File: src/hw/rtl/dpb_pkg.sv
package dpb_pkg;

    // Frame limits; a pixel at or beyond them maps to the origin
    localparam int MAX_WIDTH  = 4096;
    localparam int MAX_HEIGHT = 4096;
    localparam int LIMIT_W    = 17;
    localparam logic [LIMIT_W-1:0] MAX_WIDTH_L  = LIMIT_W'(MAX_WIDTH);
    localparam logic [LIMIT_W-1:0] MAX_HEIGHT_L = LIMIT_W'(MAX_HEIGHT);

    // Field widths
    localparam int DEPTH_W  = 16;
    localparam int PIX_W    = 12;
    localparam int CENTER_W = 16;
    localparam int RECIP_W  = 24;
    localparam int ZFULL_W  = DEPTH_W + RECIP_W;
    localparam int ZQ_W     = 32;
    localparam int MAG_W    = 16;
    localparam int PROD_W   = MAG_W + ZQ_W;
    localparam int HALF_W   = PROD_W / 2;
    localparam int PP_W     = HALF_W + RECIP_W;
    localparam int SUM_W    = PROD_W + RECIP_W;
    localparam int M_W      = SUM_W - 28;
    localparam int COORD_W  = 32;
    localparam int Z_W      = 31;

    // Fixed-point rounding
    localparam int                 ZQ_SHIFT = 8;
    localparam logic [ZFULL_W-1:0] ZQ_RND   = ZFULL_W'(128);
    localparam logic [SUM_W-1:0]   M_RND    = SUM_W'(1) << 27;
    localparam logic [M_W-1:0]     M_POS_LIM = M_W'(32'h7FFF_FFFF);
    localparam logic [M_W-1:0]     M_NEG_LIM = M_W'(32'h8000_0000);
    localparam logic [COORD_W-1:0] COORD_POS_MAX = 32'h7FFF_FFFF;
    localparam logic [COORD_W-1:0] COORD_NEG_MAX = 32'h8000_0000;
    localparam logic [Z_W-1:0]     Z_MAX = {Z_W{1'b1}};

    // Pipeline depth
    localparam int NUM_STAGES = 5;

    // Configuration map
    localparam int CFG_IDX_W  = 3;
    localparam int CFG_DATA_W = 24;

    typedef enum logic [CFG_IDX_W-1:0] {
        CFG_CENTER_X   = 3'd0,
        CFG_CENTER_Y   = 3'd1,
        CFG_INV_FX     = 3'd2,
        CFG_INV_FY     = 3'd3,
        CFG_INV_SCALE  = 3'd4
    } t_cfg_idx;

    localparam logic [CENTER_W-1:0] RST_CENTER_X  = 16'd5120;
    localparam logic [CENTER_W-1:0] RST_CENTER_Y  = 16'd3840;
    localparam logic [RECIP_W-1:0]  RST_INV_FX    = 24'd33554;
    localparam logic [RECIP_W-1:0]  RST_INV_FY    = 24'd33554;
    localparam logic [RECIP_W-1:0]  RST_INV_SCALE = 24'd16777;

    // Per-stage load strobes from the pipeline control
    typedef struct packed {
        logic [NUM_STAGES-1:0] ld;
    } t_pipe_ctl;

endpackage

File: src/hw/rtl/dpb_depth.sv
module dpb_depth
    import dpb_pkg::*;
(
    input  logic                i_clk,
    input  logic                i_rst_n,
    input  t_pipe_ctl           i_ctl,
    input  logic [DEPTH_W-1:0]  i_depth_raw,
    input  logic [PIX_W-1:0]    i_pixel_column,
    input  logic [PIX_W-1:0]    i_pixel_row,
    input  logic [RECIP_W-1:0]  i_inv_depth_scale,
    output logic [ZQ_W-1:0]     o_zq,
    output logic [Z_W-1:0]      o_point_z
);

    logic [ZFULL_W-1:0] r_zfull;
    logic               r_outside;
    logic [ZQ_W-1:0]    r_zq;
    logic [Z_W-1:0]     r_z3;
    logic [Z_W-1:0]     r_z4;
    logic [Z_W-1:0]     r_z5;
    logic               n_outside;
    logic [ZFULL_W-1:0] n_zround;
    logic [ZQ_W-1:0]    n_zq;

    assign n_outside = (LIMIT_W'(i_pixel_column) >= MAX_WIDTH_L) ||
                       (LIMIT_W'(i_pixel_row) >= MAX_HEIGHT_L);
    assign n_zround  = (r_zfull + ZQ_RND) >> ZQ_SHIFT;
    // Force depth to zero outside the frame so every coordinate collapses to the origin
    assign n_zq      = r_outside ? '0 : n_zround[ZQ_W-1:0];

    always_ff @(posedge i_clk) begin
        if (i_ctl.ld[0]) begin
            r_zfull   <= ZFULL_W'(i_depth_raw) * ZFULL_W'(i_inv_depth_scale);
            r_outside <= n_outside;
        end
        if (i_ctl.ld[1]) begin
            r_zq <= n_zq;
        end
        if (i_ctl.ld[2]) begin
            r_z3 <= r_zq[ZQ_W-1] ? Z_MAX : r_zq[Z_W-1:0];
        end
        if (i_ctl.ld[3]) begin
            r_z4 <= r_z3;
        end
        if (i_ctl.ld[4]) begin
            r_z5 <= r_z4;
        end
    end

    assign o_zq      = r_zq;
    assign o_point_z = r_z5;

    a_outside_zero: assert property (@(posedge i_clk) disable iff (!i_rst_n)
        (i_ctl.ld[1] && r_outside) |=> (r_zq == '0))
        else $error("pixel outside frame kept a nonzero depth");

    a_sat_z: assert property (@(posedge i_clk) disable iff (!i_rst_n)
        (i_ctl.ld[2] && r_zq[ZQ_W-1]) |=> (r_z3 == Z_MAX))
        else $error("depth overflow not saturated");

    a_z_carry: assert property (@(posedge i_clk) disable iff (!i_rst_n)
        i_ctl.ld[4] |=> (r_z5 == $past(r_z4)))
        else $error("depth lost between last stages");

endmodule

File: config.mk
export PLATFORM = sky130hd
export DESIGN_NAME = dpb_depth
export DESIGN_NICKNAME = d
export VERILOG_FILES = /design/src/hw/rtl/dpb_pkg.sv /design/src/hw/rtl/dpb_depth.sv
export SDC_FILE = /design/constraint.sdc
export NUM_CORES = 1
export LEC_CHECK = 0
export BUFFER_PORTS_ARGS = -buffer_cell sky130_fd_sc_hd__buf_4
export CAP_MARGIN = 20
export CORE_UTILIZATION = 36
export CTS_CLUSTER_SIZE = 28
export DETAILED_ROUTE_END_ITERATION = 12
export HOLD_SLACK_MARGIN = 0.12
export PLACE_DENSITY = 0.56
export RECOVER_POWER = 50
export SLEW_MARGIN = 20
export SYNTH_ARGS = -nofsm -noshare
export SYNTH_HDL_FRONTEND = slang
export SYNTH_SLANG_ARGS = --single-unit
File: constraint.sdc
create_clock -name i_clk -period 9 [get_ports i_clk]
set_input_delay 0.9 -clock i_clk [delete_from_list [all_inputs] [get_ports i_clk]]
set_output_delay 0.9 -clock i_clk [all_outputs]
set_load 0.02 [all_outputs]
==> impl_metrics.ini <==
[logic_synthesis]
synth_area_per_cell_um2 = 10.5
synth.distinct_cells = 54
synth_top_cell_by_area = fa_1
seq_area_frac_synth_pct = 26.7
synth_edf_count = 158
synthArstFlopShare_pct = 0
yosysTopAreaCellShare_pct = 34.4
ys.flop_type = edfxtp_1
synth_area_leaders = fa_1, edfxtp_1, ha_1
yosys_warnings = 0
syn_area_um2 = 17800
ys_seq_elements = 158
synth_cells = 1698
synth.net_count = 2184

[finish]
drive_gt1_share_pct = 10.5
layout.nets = 2241
syn_to_final_growth_pct = 10.9
mostFrequentLayoutCell = inv_1
diodes = 0
final_cell_mix = inv_1, fa_1, nand2_1
fillers = 4815

[worst_hold_path]
min_to = r_z4[9]
hp-class = register to register
hold_depth = 0
holdCritStartpoint = r_z3[9]

[grt]
met1_usage_pct = 22.9
grt_overflow_total = 0
busiest_layer = met2
track_usage_pct = 16.9
antenna_found_initial = 0
grt_max_degree = 34
met2_usage_pct = 28.4
grt_pass1_vias = 12500
use_met3_pct = 2.85
grt_pass1_wl_um = 66500

[place]
port-buffer-count = 108
dp_hpwl_um = 30400
gp_congestion = 0.825

[timing]
slew_viol_final = 163
setup_viol = 0
tightest_slew_ns = 1.61
rsz0062_at_grt = no
clock_skew_ns = 0.00623
finalSetupTns_ns = 0
fmax_mhz = 153
finalHoldViolations = 0
min_period_ns = 6.52
period_share_pct = 72.5
relSlewSlack_pct = -7.52

[worst_setup_path]
reg2reg_to = o_zq[29]
worstRegToRegCells = 9
arrival_ns = 6.69
crit_start = i_depth_raw[1]
path_class = primary input to register
reg2reg_from = r_zfull[8]
worstPathRequired_ns = 9.16
r2r_slack_ns = 6.74
cp_max_fo = 24
end_kind = register
worst_setup_path_start_kind = primary input

[die]
start_util_pct = 36.4
die_area_um2 = 50300
fp-row-count = 81
num_io_pins = 134
die-width_um = 224
coreArea_um2 = 48800
dieHeight_um = 224

[clock_tree]
post_cts_buffers = 0
htree_num_levels = 4
cts_sinks = 158
clockBufferDepth = 2
cts_resized = 0
clkLatencyLatePin_ns = 0.42
path_clk_slew_ns = 0.07
cts_root_buf = clkbuf_16
cts_tree = built
holdBufCountCts = 0
numCtsBuffers = 17

[routing]
via_per_inst = 4.72
drt_first_pass_iters = 5
drt_wl_total_um = 40100
drtIter0Drc = 588
drc = 0
wl_per_cell_um = 16.5
ant_nets = 0
vias = 11500

[run_status]
outcome = complete, but fails checks
violations = capacitance limit, slew limit

[job]
maxCapViolCount = 5
stage by stage:
stage	hold slack, ns	area, um2	setup WS [ns]	cells	utilization (%)
global route	0.420	19700	2.17	2432	40.4
floorplan	0.400	17800	2.50	1698	-
detailed placement	0.405	19100	2.03	2400	39.2
finish	0.415	19700	2.48	2432	40.4
global placement	0.401	19100	2.05	2400	39.2
CTS	0.418	19700	2.49	2432	40.4
worst max-delay path, stage by stage:
cell,delay [ns]
buf_4,0.28
nand2_1,0.13
fa_1,0.57
inv_1,0.06
fa_1,0.53
inv_1,0.05
fa_1,0.49
inv_1,0.05
fa_1,0.49
fa_1,0.49
inv_1,0.05
fa_1,0.55
inv_1,0.06
ha_1,0.39
a21oi_1,0.25
o21ai_0,0.15
or2_0,0.28
o2111ai_1,0.36
a21oi_2,0.13
a211oi_1,0.27
xnor2_1,0.11
layer usage:
metal | up-vias | share of wire [%]
met5 | - | 0
met4 | 0 | 1.4
met3 | 46 | 5.9
met2 | 332 | 47
met1 | 5820 | 45
li1 | 5290 | -
final cells by class:
class / count / area (um2) / area share [%]
multi-input combinational: 1117 / 11400 / 58.0
inverter: 353 / 1330 / 6.72
sequential: 158 / 4740 / 24.1
clock inverter: 15 / 166 / 0.844
clock buffer: 17 / 425 / 2.16
timing repair buffer: 108 / 792 / 4.02
tap: 664 / 831 / 4.21
how the worst max path moves through the flow:
stage / cells after the start / endpoint
global route: 21 / r_zfull[39]
global placement: 21 / r_zfull[39]
detailed placement: 21 / r_zfull[39]
CTS: 21 / r_zfull[39]
floorplan: 23 / r_zfull[29]
finish: 21 / r_zfull[39]
synthesized netlist by cell type, types with 2 or more instances:
| library cell | n |
|---|---|
| a21boi_0 | 3 |
| a21o_1 | 13 |
| a21oi_1 | 30 |
| a21oi_2 | 3 |
| a221oi_2 | 2 |
| a31oi_1 | 4 |
| a31oi_4 | 2 |
| and2_1 | 163 |
| and3_1 | 8 |
| and4_1 | 5 |
| buf_2 | 8 |
| clkbuf_1 | 61 |
| edfxtp_1 | 158 |
| fa_1 | 305 |
| ha_1 | 110 |
| inv_1 | 353 |
| nand2_1 | 261 |
| nand3_1 | 16 |
| nand4_1 | 14 |
| nor2_1 | 30 |
| nor2b_1 | 3 |
| nor3_1 | 3 |
| o21a_1 | 3 |
| o21ai_0 | 10 |
| o21ai_1 | 2 |
| o21ai_2 | 3 |
| o21bai_1 | 3 |
| or2_2 | 33 |
| xnor2_1 | 42 |
| xor2_1 | 23 |
cell families after synthesis:
logic type | synth area share (%)
buffers and inverters | 9.00
xor gates and xnor gates | 3.20
DFF | 26.7
adders and majority gates | 42.1
AOI/OAI and AO/OA | 4.10
and+or+nand+nor | 14.9
registers in the layout, summed over array words and instances (netlist names):
register / count
o_zq: 32
o_point_z: 31
r_zfull: 33
r_z4: 31
r_z3: 31
Power is left out: the tool's default activity adds up to more than one toggle a clock period on the data nets, which glitch-free logic cannot reach.
