`src/hw/rtl/dpb_pkg.sv`:
```
package dpb_pkg;

    // Frame limits; a pixel at or beyond them maps to the origin
    localparam int MAX_WIDTH  = 4096;
    localparam int MAX_HEIGHT = 4096;
    localparam int LIMIT_W    = 17;
    localparam logic [LIMIT_W-1:0] MAX_WIDTH_L  = LIMIT_W'(MAX_WIDTH);
    localparam logic [LIMIT_W-1:0] MAX_HEIGHT_L = LIMIT_W'(MAX_HEIGHT);

    // Field widths
    localparam int DEPTH_W  = 16;
    localparam int PIX_W    = 12;
    localparam int CENTER_W = 16;
    localparam int RECIP_W  = 24;
    localparam int ZFULL_W  = DEPTH_W + RECIP_W;
    localparam int ZQ_W     = 32;
    localparam int MAG_W    = 16;
    localparam int PROD_W   = MAG_W + ZQ_W;
    localparam int HALF_W   = PROD_W / 2;
    localparam int PP_W     = HALF_W + RECIP_W;
    localparam int SUM_W    = PROD_W + RECIP_W;
    localparam int M_W      = SUM_W - 28;
    localparam int COORD_W  = 32;
    localparam int Z_W      = 31;

    // Fixed-point rounding
    localparam int                 ZQ_SHIFT = 8;
    localparam logic [ZFULL_W-1:0] ZQ_RND   = ZFULL_W'(128);
    localparam logic [SUM_W-1:0]   M_RND    = SUM_W'(1) << 27;
    localparam logic [M_W-1:0]     M_POS_LIM = M_W'(32'h7FFF_FFFF);
    localparam logic [M_W-1:0]     M_NEG_LIM = M_W'(32'h8000_0000);
    localparam logic [COORD_W-1:0] COORD_POS_MAX = 32'h7FFF_FFFF;
    localparam logic [COORD_W-1:0] COORD_NEG_MAX = 32'h8000_0000;
    localparam logic [Z_W-1:0]     Z_MAX = {Z_W{1'b1}};

    // Pipeline depth
    localparam int NUM_STAGES = 5;

    // Configuration map
    localparam int CFG_IDX_W  = 3;
    localparam int CFG_DATA_W = 24;

    typedef enum logic [CFG_IDX_W-1:0] {
        CFG_CENTER_X   = 3'd0,
        CFG_CENTER_Y   = 3'd1,
        CFG_INV_FX     = 3'd2,
        CFG_INV_FY     = 3'd3,
        CFG_INV_SCALE  = 3'd4
    } t_cfg_idx;

    localparam logic [CENTER_W-1:0] RST_CENTER_X  = 16'd5120;
    localparam logic [CENTER_W-1:0] RST_CENTER_Y  = 16'd3840;
    localparam logic [RECIP_W-1:0]  RST_INV_FX    = 24'd33554;
    localparam logic [RECIP_W-1:0]  RST_INV_FY    = 24'd33554;
    localparam logic [RECIP_W-1:0]  RST_INV_SCALE = 24'd16777;

    // Per-stage load strobes from the pipeline control
    typedef struct packed {
        logic [NUM_STAGES-1:0] ld;
    } t_pipe_ctl;

endpackage

```
`src/hw/rtl/dpb_pipe_ctl.sv`:
```
module dpb_pipe_ctl
    import dpb_pkg::*;
(
    input  logic      i_clk,
    input  logic      i_rst_n,
    input  logic      i_valid,
    output logic      o_ready,
    output logic      o_valid,
    input  logic      i_ready,
    output t_pipe_ctl o_ctl
);

    logic [NUM_STAGES-1:0] r_vld;
    logic [NUM_STAGES-1:0] n_ready;
    logic [NUM_STAGES-1:0] n_up_vld;

    // A stage takes new data when it is empty or its successor moves on
    always_comb begin
        n_ready[NUM_STAGES-1] = !r_vld[NUM_STAGES-1] || i_ready;
        for (int k = NUM_STAGES - 2; k >= 0; k--) begin
            n_ready[k] = !r_vld[k] || n_ready[k+1];
        end
        n_up_vld[0] = i_valid;
        for (int k = 1; k < NUM_STAGES; k++) begin
            n_up_vld[k] = r_vld[k-1];
        end
    end

    always_ff @(posedge i_clk) begin
        if (!i_rst_n) begin
            r_vld <= '0;
        end else begin
            for (int k = 0; k < NUM_STAGES; k++) begin
                if (n_ready[k]) begin
                    r_vld[k] <= n_up_vld[k];
                end
            end
        end
    end

    assign o_ready   = n_ready[0];
    assign o_valid   = r_vld[NUM_STAGES-1];
    assign o_ctl.ld  = n_ready & n_up_vld;

    // Backpressure only when every stage holds a request
    a_full_stall: assert property (@(posedge i_clk) disable iff (!i_rst_n)
        !o_ready |-> (&r_vld))
        else $error("input stalled with a bubble in the pipeline");

    // A stalled first stage keeps its request
    a_hold_first: assert property (@(posedge i_clk) disable iff (!i_rst_n)
        (r_vld[0] && !n_ready[1]) |=> r_vld[0])
        else $error("stalled request dropped in first stage");

    // A result that is not taken stays
    a_hold_out: assert property (@(posedge i_clk) disable iff (!i_rst_n)
        (o_valid && !i_ready) |=> o_valid)
        else $error("result dropped while stalled");

endmodule

```
`config.mk`:
```
export PLATFORM = sky130hd
export DESIGN_NAME = dpb_pipe_ctl
export DESIGN_NICKNAME = d
export VERILOG_FILES = /design/src/hw/rtl/dpb_pkg.sv /design/src/hw/rtl/dpb_pipe_ctl.sv
export SDC_FILE = /design/constraint.sdc
export NUM_CORES = 1
export LEC_CHECK = 0
export ABC_AREA = 1
export BUFFER_PORTS_ARGS = -buffer_cell sky130_fd_sc_hd__buf_2
export CAP_MARGIN = 20
export CORE_AREA = 2 2 39 41
export CTS_CLUSTER_DIAMETER = 40
export DETAILED_ROUTE_END_ITERATION = 7
export DIE_AREA = 0 0 41 43
export GPL_ROUTABILITY_DRIVEN = 0
export PLACE_DENSITY_LB_ADDON = 0.25
export SLEW_MARGIN = 0
export SYNTH_ARGS = -nofsm -noshare
export SYNTH_HDL_FRONTEND = slang
export SYNTH_SLANG_ARGS = --single-unit
```
`constraint.sdc`:
```
create_clock -name i_clk -period 1.7 [get_ports i_clk]
set_input_delay 0.085 -clock i_clk [delete_from_list [all_inputs] [get_ports i_clk]]
set_output_delay 0.085 -clock i_clk [all_outputs]
set_load 0.02 [all_outputs]
```
==> reports/summary.md <==
* 225 um2 — post-synth design cell area
* 0.000947 ns — Final Skew
* sky130_fd_sc_hd__dfxtp_1 — Critical-path top delay cell
* r_vld[2] — capture instance of the worst register-to-register path
* sky130_fd_sc_hd__clkbuf_4 — root buffer cell
* 758 MHz — peak clock frequency supported by timing
* 0 — antenna violation net count after detailed routing
* simple AND/OR/NAND/NOR gates — largest delay contributor family on the critical path
* 322 um2 — Finished Cell Area
* 3 — instance count along the most critical hold path
* 5 — maximum fanout count along the critical path
* r_vld — register with the most flip-flops
* sky130_fd_sc_hd__buf_2 — leading cell type in the layout, fill and taps excluded
* 6.04% — global-route usage over all layers
* 10 — Buffers on Ports
* done — TritonCTS clock tree
* 3.46 — Via-to-Cell Ratio
* 0.04 ns — Worst-path clk slew
* 5 — cell count of the worst reg-to-reg path
* 29 — number of cells produced by synthesis
* 5 — post-synthesis sequential element count
* 295 um2 — area after detailed placement
* 5 — total number of clock tree sinks
* flop to primary output — worst setup path class
* 41 um — Die Span X
* 9 — Unique masters post-synth
* 7.53 um — WL per Instance
* 16.3% — Starting Density
* 33 — number of nets produced by synthesis
* sky130_fd_sc_hd__inv_1 — cell repeated most along the worst path
* 3 — Inserted Clock Buffers
* primary input to flop — HP Class
* no — RSZ-0062 raised after global routing
* i_valid — source of the worst hold timing path
* 1 — level count of the clock H-tree
* 0 — antenna violations before repair
* 0 — number of failing hold endpoints at the final stage
* 0.156 nW — leakage dissipation
* 1760 um2 — die outline area
* 0.72 ns — FF-to-FF setup slack
* 0 — Post-CTS Hold Fix Bufs
* 0.181 mV — maximum vdd ir drop
* 0.24 ns — clock latency on the worst-skew pair
* 1.62 ns — Critical Path RT
* 0 — DRC violation count after routing
* 0 — antenna diode instance count
* 2 — CTS max path bufs
* 88.2% — worst max-slew margin expressed relative to the limit
* 42.8% — synthesis-to-layout area growth
* 0 — total global routing overflow
* 1380 um2 — standard cell core area
* 6 — maximum number of pins on one net before global-route repair
* 894 nW/um2 — Pwr per Cell Area
* nand3_2 -> nor2_4 -> inv_1 -> nand2_1 -> inv_1 -> buf_2 — ordered cell list for the critical path
* sky130_fd_sc_hd__buf_2 (10), sky130_fd_sc_hd__inv_1 (8), sky130_fd_sc_hd__a21oi_1 (6) — most used cells in the layout excluding fill and tap cells
* 7.77 um2 — per-instance average area after synthesis
* 0.288 mW — total power after layout
* 4 — drt initial violations
* 0 ns — total negative slack for setup checks
* 0 — # resized after CTS
* r_vld (5) — registers with the highest flip-flop counts
* 0.177 ns — actual transition at the worst max-transition pin
* 48 — fin nets
* 0 — number of setup buffers added after CTS
* 14 — standard-cell rows
* 3 — count of buffer and inverter cells on the critical path
* 1.32 ns — post-layout minimum cycle time
* 0.628 ns — pre-CTS setup slack
* 655 um — wire length of the first global-routing pass
* 43 um — die extent in y
* 181 — number of global-route vias before repair
* 346 um — DP HPWL
* 5 — flip-flop count of the largest register, all copies and words added
* 77.6% — period utilization
* primary output — endpoint type of the worst setup path
* r_vld[0] — terminating pin of the worst hold path
* 41.9% — share of cells above drive strength 1
* 0 — pins over their slew limit
* flop — Startpoint Class
* 44.4% — post-synthesis sequential area ratio
* 11 — top-level I/O count
* 204 — vias post-DR
* 444 um — total wire length
* complete, no violations — result of the run
* 0.381 ns — final setup margin
* r_vld[4] — FF-to-FF Start
* 1.23 ns — Data arrival, critical path
* 0 — number of failing setup endpoints in the final timing report
* 0 — warning count from the yosys run
* 2 — number of search-and-repair iterations in the first detailed-routing pass
* 0.37 ns — CP max stage delay
* 0 — number of maximum-capacitance violations
## cell families (layout without fill, tap and decap cells)
logic type / count (synthesis) / in the layout / share of synthesized area [%]
DFF: 5 / 5 / 44.4
buffers and inverters: 9 / 23 / 15.0
and+or+nand+nor: 7 / 7 / 20.6
AOI/OAI and AO/OA: 8 / 8 / 20.0
## layout make-up
type                    count  area [um2]
multi-input cells          15        91.3
repair buffers             10        50.0
clock buffers               4        26.3
flip-flops and latches      5         100
well taps                  16        20.0
inverters                   9        33.8
fillers                   158        1060
## cell usage after synthesis
library cell              instances  share of area, %
sky130_fd_sc_hd__a31oi_1          1               2.8
sky130_fd_sc_hd__inv_1            8                13
sky130_fd_sc_hd__nand2_1          4               6.7
sky130_fd_sc_hd__a21oi_1          6                13
sky130_fd_sc_hd__a21oi_2          1               3.9
sky130_fd_sc_hd__dfxtp_1          5                44
sky130_fd_sc_hd__nand3_2          2               8.9
sky130_fd_sc_hd__nor2_4           1               5.0
sky130_fd_sc_hd__inv_2            1               1.7
## per-layer routing
| layer | part of all wire (%) | GRT usage, % | vias up | routed length, um |
|---|---|---|---|---|
| met2 | 44 | 6.88 | 8 | 194 |
| met1 | 49 | 7.44 | 80 | 217 |
| met4 | 0 | 10.0 | 0 | 0 |
| li1 | - | - | 116 | - |
| met3 | 7.4 | 0 | 0 | 33 |
| met5 | 0 | 0 | - | 0 |
## per-stage QoR
stage	utilization (%)	instances	hold slack (ns)
2_1_floorplan	-	29	0.249
3_3_place_gp	21.3	55	0.363
3_5_place_dp	21.3	55	0.362
4_1_cts	23.2	59	0.103
5_1_grt	23.2	59	0.106
6_report	23.2	59	0.112
## tightest hold or removal path, stage by stage
cell and delay (ns):
sky130_fd_sc_hd__buf_2 0.09, sky130_fd_sc_hd__inv_1 0.07, sky130_fd_sc_hd__a21oi_2 0.05
## power by group
| part | total, mW | internal, mW | leakage [nW] | switching (mW) |
|---|---|---|---|---|
| registers | 0.125 | 0.121 | 0.0409 | 0.00352 |
| logic | 0.0252 | 0.00936 | 0.0998 | 0.0159 |
| clock network | 0.137 | 0.0887 | 0.0150 | 0.0488 |
| total | 0.288 | 0.219 | 0.156 | 0.0681 |
## worst max path at each step
stage | start | endpoint | slack [ns] | cells past startpoint
4_1_cts | r_vld[4] | o_ctl[2] | 0.36 | 6
3_3_place_gp | r_vld[4] | o_ctl[2] | 0.65 | 6
2_1_floorplan | r_vld[4] | r_vld[0] | 0.58 | 4
5_1_grt | r_vld[4] | o_ctl[2] | 0.26 | 6
3_5_place_dp | r_vld[4] | o_ctl[2] | 0.63 | 6
6_report | r_vld[4] | o_ctl[2] | 0.38 | 6
Power figures use the tool's default switching activity.
