==> config.mk <==
export PLATFORM = sky130hd
export DESIGN_NAME = dpb_lateral
export DESIGN_NICKNAME = d
export VERILOG_FILES = /design/src/hw/rtl/dpb_pkg.sv /design/src/hw/rtl/dpb_lateral.sv
export SDC_FILE = /design/constraint.sdc
export NUM_CORES = 2
export LEC_CHECK = 0
export ABC_AREA = 1
export BUFFER_PORTS_ARGS = -buffer_cell sky130_fd_sc_hd__buf_2
export CORE_AREA = 2 2 412 414
export CTS_BUF_LIST = sky130_fd_sc_hd__clkbuf_4 sky130_fd_sc_hd__clkbuf_8
export CTS_CLUSTER_DIAMETER = 120
export CTS_CLUSTER_SIZE = 24
export DETAILED_ROUTE_END_ITERATION = 12
export DIE_AREA = 0 0 414 416
export GPL_TIMING_DRIVEN = 1
export SYNTH_ARGS = -nofsm -noshare
export SYNTH_HDL_FRONTEND = slang
export SYNTH_SLANG_ARGS = --single-unit
==> constraint.sdc <==
create_clock -name i_clk -period 11.1 [get_ports i_clk]
set_clock_uncertainty 0.15 [all_clocks]
set_input_delay 2.775 -clock i_clk [delete_from_list [all_inputs] [get_ports i_clk]]
set_output_delay 2.775 -clock i_clk [all_outputs]
set_load 0.03 [all_outputs]
==> src/hw/rtl/dpb_pkg.sv <==
package dpb_pkg;

    // Frame limits; a pixel at or beyond them maps to the origin
    localparam int MAX_WIDTH  = 4096;
    localparam int MAX_HEIGHT = 4096;
    localparam int LIMIT_W    = 17;
    localparam logic [LIMIT_W-1:0] MAX_WIDTH_L  = LIMIT_W'(MAX_WIDTH);
    localparam logic [LIMIT_W-1:0] MAX_HEIGHT_L = LIMIT_W'(MAX_HEIGHT);

    // Field widths
    localparam int DEPTH_W  = 16;
    localparam int PIX_W    = 12;
    localparam int CENTER_W = 16;
    localparam int RECIP_W  = 24;
    localparam int ZFULL_W  = DEPTH_W + RECIP_W;
    localparam int ZQ_W     = 32;
    localparam int MAG_W    = 16;
    localparam int PROD_W   = MAG_W + ZQ_W;
    localparam int HALF_W   = PROD_W / 2;
    localparam int PP_W     = HALF_W + RECIP_W;
    localparam int SUM_W    = PROD_W + RECIP_W;
    localparam int M_W      = SUM_W - 28;
    localparam int COORD_W  = 32;
    localparam int Z_W      = 31;

    // Fixed-point rounding
    localparam int                 ZQ_SHIFT = 8;
    localparam logic [ZFULL_W-1:0] ZQ_RND   = ZFULL_W'(128);
    localparam logic [SUM_W-1:0]   M_RND    = SUM_W'(1) << 27;
    localparam logic [M_W-1:0]     M_POS_LIM = M_W'(32'h7FFF_FFFF);
    localparam logic [M_W-1:0]     M_NEG_LIM = M_W'(32'h8000_0000);
    localparam logic [COORD_W-1:0] COORD_POS_MAX = 32'h7FFF_FFFF;
    localparam logic [COORD_W-1:0] COORD_NEG_MAX = 32'h8000_0000;
    localparam logic [Z_W-1:0]     Z_MAX = {Z_W{1'b1}};

    // Pipeline depth
    localparam int NUM_STAGES = 5;

    // Configuration map
    localparam int CFG_IDX_W  = 3;
    localparam int CFG_DATA_W = 24;

    typedef enum logic [CFG_IDX_W-1:0] {
        CFG_CENTER_X   = 3'd0,
        CFG_CENTER_Y   = 3'd1,
        CFG_INV_FX     = 3'd2,
        CFG_INV_FY     = 3'd3,
        CFG_INV_SCALE  = 3'd4
    } t_cfg_idx;

    localparam logic [CENTER_W-1:0] RST_CENTER_X  = 16'd5120;
    localparam logic [CENTER_W-1:0] RST_CENTER_Y  = 16'd3840;
    localparam logic [RECIP_W-1:0]  RST_INV_FX    = 24'd33554;
    localparam logic [RECIP_W-1:0]  RST_INV_FY    = 24'd33554;
    localparam logic [RECIP_W-1:0]  RST_INV_SCALE = 24'd16777;

    // Per-stage load strobes from the pipeline control
    typedef struct packed {
        logic [NUM_STAGES-1:0] ld;
    } t_pipe_ctl;

endpackage

==> src/hw/rtl/dpb_lateral.sv <==
module dpb_lateral
    import dpb_pkg::*;
(
    input  logic                i_clk,
    input  logic                i_rst_n,
    input  t_pipe_ctl           i_ctl,
    input  logic [PIX_W-1:0]    i_pixel,
    input  logic [CENTER_W-1:0] i_center,
    input  logic [RECIP_W-1:0]  i_inv_focal,
    input  logic [ZQ_W-1:0]     i_zq,
    output logic [COORD_W-1:0]  o_coord
);

    logic [MAG_W-1:0]   r_mag1;
    logic [MAG_W-1:0]   r_mag2;
    logic [PROD_W-1:0]  r_prod;
    logic [PP_W-1:0]    r_pl;
    logic [PP_W-1:0]    r_ph;
    logic [COORD_W-1:0] r_coord;
    logic [NUM_STAGES-1:0] r_neg;

    logic [CENTER_W-1:0] n_pix_q4;
    logic                n_neg;
    logic [MAG_W-1:0]    n_mag;
    logic [SUM_W-1:0]    n_sum;
    logic [M_W-1:0]      n_m;
    logic [COORD_W-1:0]  n_coord;

    assign n_pix_q4 = {i_pixel, 4'b0000};
    assign n_neg    = n_pix_q4 < i_center;
    assign n_mag    = n_neg ? (i_center - n_pix_q4) : (n_pix_q4 - i_center);

    // Reassemble the two partial products and round the magnitude half away from zero
    assign n_sum = {r_ph, {HALF_W{1'b0}}} + SUM_W'(r_pl) + M_RND;
    assign n_m   = n_sum[SUM_W-1:28];

    always_comb begin
        if (r_neg[3]) begin
            n_coord = (n_m > M_NEG_LIM) ? COORD_NEG_MAX : (COORD_W'(0) - n_m[COORD_W-1:0]);
        end else begin
            n_coord = (n_m > M_POS_LIM) ? COORD_POS_MAX : n_m[COORD_W-1:0];
        end
    end

    always_ff @(posedge i_clk) begin
        if (i_ctl.ld[0]) begin
            r_mag1   <= n_mag;
            r_neg[0] <= n_neg;
        end
        if (i_ctl.ld[1]) begin
            r_mag2   <= r_mag1;
            r_neg[1] <= r_neg[0];
        end
        if (i_ctl.ld[2]) begin
            r_prod   <= PROD_W'(r_mag2) * PROD_W'(i_zq);
            r_neg[2] <= r_neg[1];
        end
        if (i_ctl.ld[3]) begin
            r_pl     <= PP_W'(r_prod[HALF_W-1:0]) * PP_W'(i_inv_focal);
            r_ph     <= PP_W'(r_prod[PROD_W-1:HALF_W]) * PP_W'(i_inv_focal);
            r_neg[3] <= r_neg[2];
        end
        if (i_ctl.ld[4]) begin
            r_coord  <= n_coord;
            r_neg[4] <= r_neg[3];
        end
    end

    assign o_coord = r_coord;

    // A nonzero coordinate carries the sign of its pixel offset
    a_sign: assert property (@(posedge i_clk) disable iff (!i_rst_n)
        i_ctl.ld[4] |=> ((r_coord == '0) || (r_coord[COORD_W-1] == r_neg[4])))
        else $error("coordinate sign differs from pixel offset sign");

    a_zero_depth: assert property (@(posedge i_clk) disable iff (!i_rst_n)
        (i_ctl.ld[2] && (i_zq == '0)) |=> (r_prod == '0))
        else $error("zero depth gave a nonzero product");

    a_zero_prod: assert property (@(posedge i_clk) disable iff (!i_rst_n)
        (i_ctl.ld[3] && (r_prod == '0)) |=> ((r_pl == '0) && (r_ph == '0)))
        else $error("zero product gave nonzero partial products");

endmodule

==> reports/metrics.yaml <==
sta:
  worstMarginPinSlew_ns: 1.308
  fin_hold_ws_ns: 0.2539
  finalSetupViolCount: 0
  slew_headroom_pct: 12.80
  hold_viol: 0
  finalSetupTns_ns: 0
  max_freq_ghz: 0.1061
  drv_slew: 0
  rsz0062_at_grt: "no"
  fin_crit_sh_pct: 84.94
  min_period_ns: 9.429
route:
  drc: 0
  via_per_inst: 4.856
  totalWireLength_mm: 179.2
  dr.pass1.iters: 5
  wl_per_cell_um: 16.72
  drt_iter0_markers: 3145
  drtAntennaViolNets: 0
  vias: 52050
cts:
  clock_latency_ns: 0.63
  ctsHoldBuffers: 0
  cts_tree: "yes"
  cts_buffer_depth: 2
  numCtsBuffers: 17
  postCtsSetupBuffers: 0
  ctsResizeCount: 0
  cts.sinks: 188
  htreeDepth: 4
  cts_root_buf: "clkbuf_8"
  clkTransAtPathRegs_ns: 0.12
global_route:
  grt.total_usage_pct: 21.64
  antenna_found_initial: 4
  overflow: 0
  grt_max_degree: 74
  grt_pass1_wl_mm: 298.3
  grt_pass1_vias: 56310
synth:
  ys_warn_count: 0
  synthesis.nets: 10600
  syn_avg_cell_area_um2: 7.757
  seq_area_frac_synth_pct: 8.474
  yosysUniqueCellTypes: 52
  postSynthCellCount: 8589
  syn_area_um2: 66620
  ys.flop_type: "edfxtp_1"
  synth_seq_cells: 188
  async_flop_share_pct: 0
  synth-edff-count: 188
layout:
  final_common_cell: "inv_1"
  drive_above_1_share_pct: 3.753
  fin_nets: 10500
  layout_common_cells: "inv_1 (2,627), nand2_1 (2,340), fa_1 (1,382)"
  syn2layout_area_growth_pct: 4.883
placement:
  hpwl_mm: 144.2
  portBuffers: 121
  gp_congestion: 0.9197
floorplanning:
  die_x_um: 414
  rows: 151
  initial_utilization_pct: 39.62
  dieArea_um2: 172200
  ios: 123
  core_area_um2: 168100
  die_h_um: 416
critical_path:
  worstSetupEndpointType: "flop"
  slowest_stage: "buf_2"
  crit_fanout: 34
  path_class: "primary input to flop"
  worst_setup_path_start_kind: "primary input"
  cpPeakStageDelay_ns: 0.75
  crit_arrival_ns: 9.73
  cp.required_ns: 11.40
  rrSetupSlack_ns: 3.62
  cp_num_buf_inv: 7
  crit_family: "adder cells"
  cp_common_cell: "fa_1"
worst_hold_path:
  holdCritPathClass: "flop to flop"
flow_run:
  cap_violations: 0
run_status:
  run_status: "complete, no violations"
-- cells in the mapped netlist (6+ instances only) --
cell | n | area, um2
o21a_1 | 22 | 165.2
clkbuf_1 | 294 | 1104
nor2_2 | 11 | 68.82
o221ai_1 | 9 | 78.83
o2111ai_1 | 6 | 52.55
nor4_1 | 9 | 56.30
inv_2 | 15 | 56.30
nand4_1 | 32 | 200.2
a21oi_1 | 218 | 1091
o21ai_1 | 52 | 260.3
nand3_1 | 135 | 675.7
nand2_1 | 2340 | 8783
nor3_1 | 41 | 205.2
inv_1 | 2627 | 9861
nand2_2 | 19 | 118.9
o21bai_1 | 8 | 60.06
fa_1 | 1382 | 27670
nand3b_1 | 8 | 60.06
o21ai_0 | 102 | 510.5
edfxtp_1 | 188 | 5645
nor2_1 | 240 | 900.9
ha_1 | 535 | 6694
xnor2_1 | 44 | 385.4
o211ai_1 | 9 | 67.56
a21o_1 | 9 | 67.56
xor2_1 | 110 | 963.4
buf_1 | 39 | 146.4
a31oi_1 | 30 | 187.7
-- final timing paths --
kind,end,startpoint,cells past startpoint
max,r_ph[42],i_inv_focal[9],26
min,r_mag2[10],r_mag1[10],0
max reg2reg,r_pl[47],r_prod[20],25
min reg2reg,r_mag2[10],r_mag1[10],0
-- registers in the layout, indices dropped and copies added, names as in the netlist --
| signal | count |
|---|---|
| r_ph | 48 |
| r_mag2 | 16 |
| r_pl | 24 |
| r_neg | 4 |
| o_coord | 32 |
| r_prod | 48 |
| r_mag1 | 16 |
-- per-layer routing --
layer  track usage [%]  up-vias  part of all wire, %
li1                  -    24260                    -
met1             27.96    26000                   42
met2             37.92     1507                   49
met3             2.708      283                  5.6
met4             6.370        6                  3.0
met5                 0        -                0.019
-- area by class of cell --
type / count / area (um2)
Antenna cell: 2 / 5.005
Clock buffer: 17 / 234.0
Clock inverter: 14 / 155.1
Fill cell: 17190 / 98270
Inverter: 2643 / 9921
Multi-Input combinational cell: 5420 / 49770
Sequential cell: 188 / 5645
Tap cell: 2218 / 2775
Timing Repair Buffer: 218 / 1371
-- per-stage QoR --
step | setup WS, ns | instance area [um2] | util [%] | std cells
final | 1.671 | 69880 | 41.56 | 10720
after global routing | 1.239 | 69880 | 41.56 | 10720
after CTS | 1.686 | 69870 | 41.55 | 10720
after detailed placement | 1.017 | 69480 | 41.32 | 10690
after global placement | 1.091 | 69480 | 41.32 | 10690
after floorplan | 1.984 | 66620 | - | 8589
-- kinds of logic (layout without fill, tap and decap cells) --
kind of cell	count (synthesis)	count (layout)	synth area share [%]
AOI/OAI and AO/OA	485	485	4.060
other	0	2	0
and+or+nand+nor	2861	2861	17.00
adders and majority gates	1917	1917	51.57
muxes	3	3	0.04507
xor gates and xnor gates	154	154	2.025
DFF	188	188	8.474
buffers and inverters	2981	2892	16.82
Power is not shown: default switching activity piles up to over one toggle a cycle in this logic, so the estimate is an artifact.
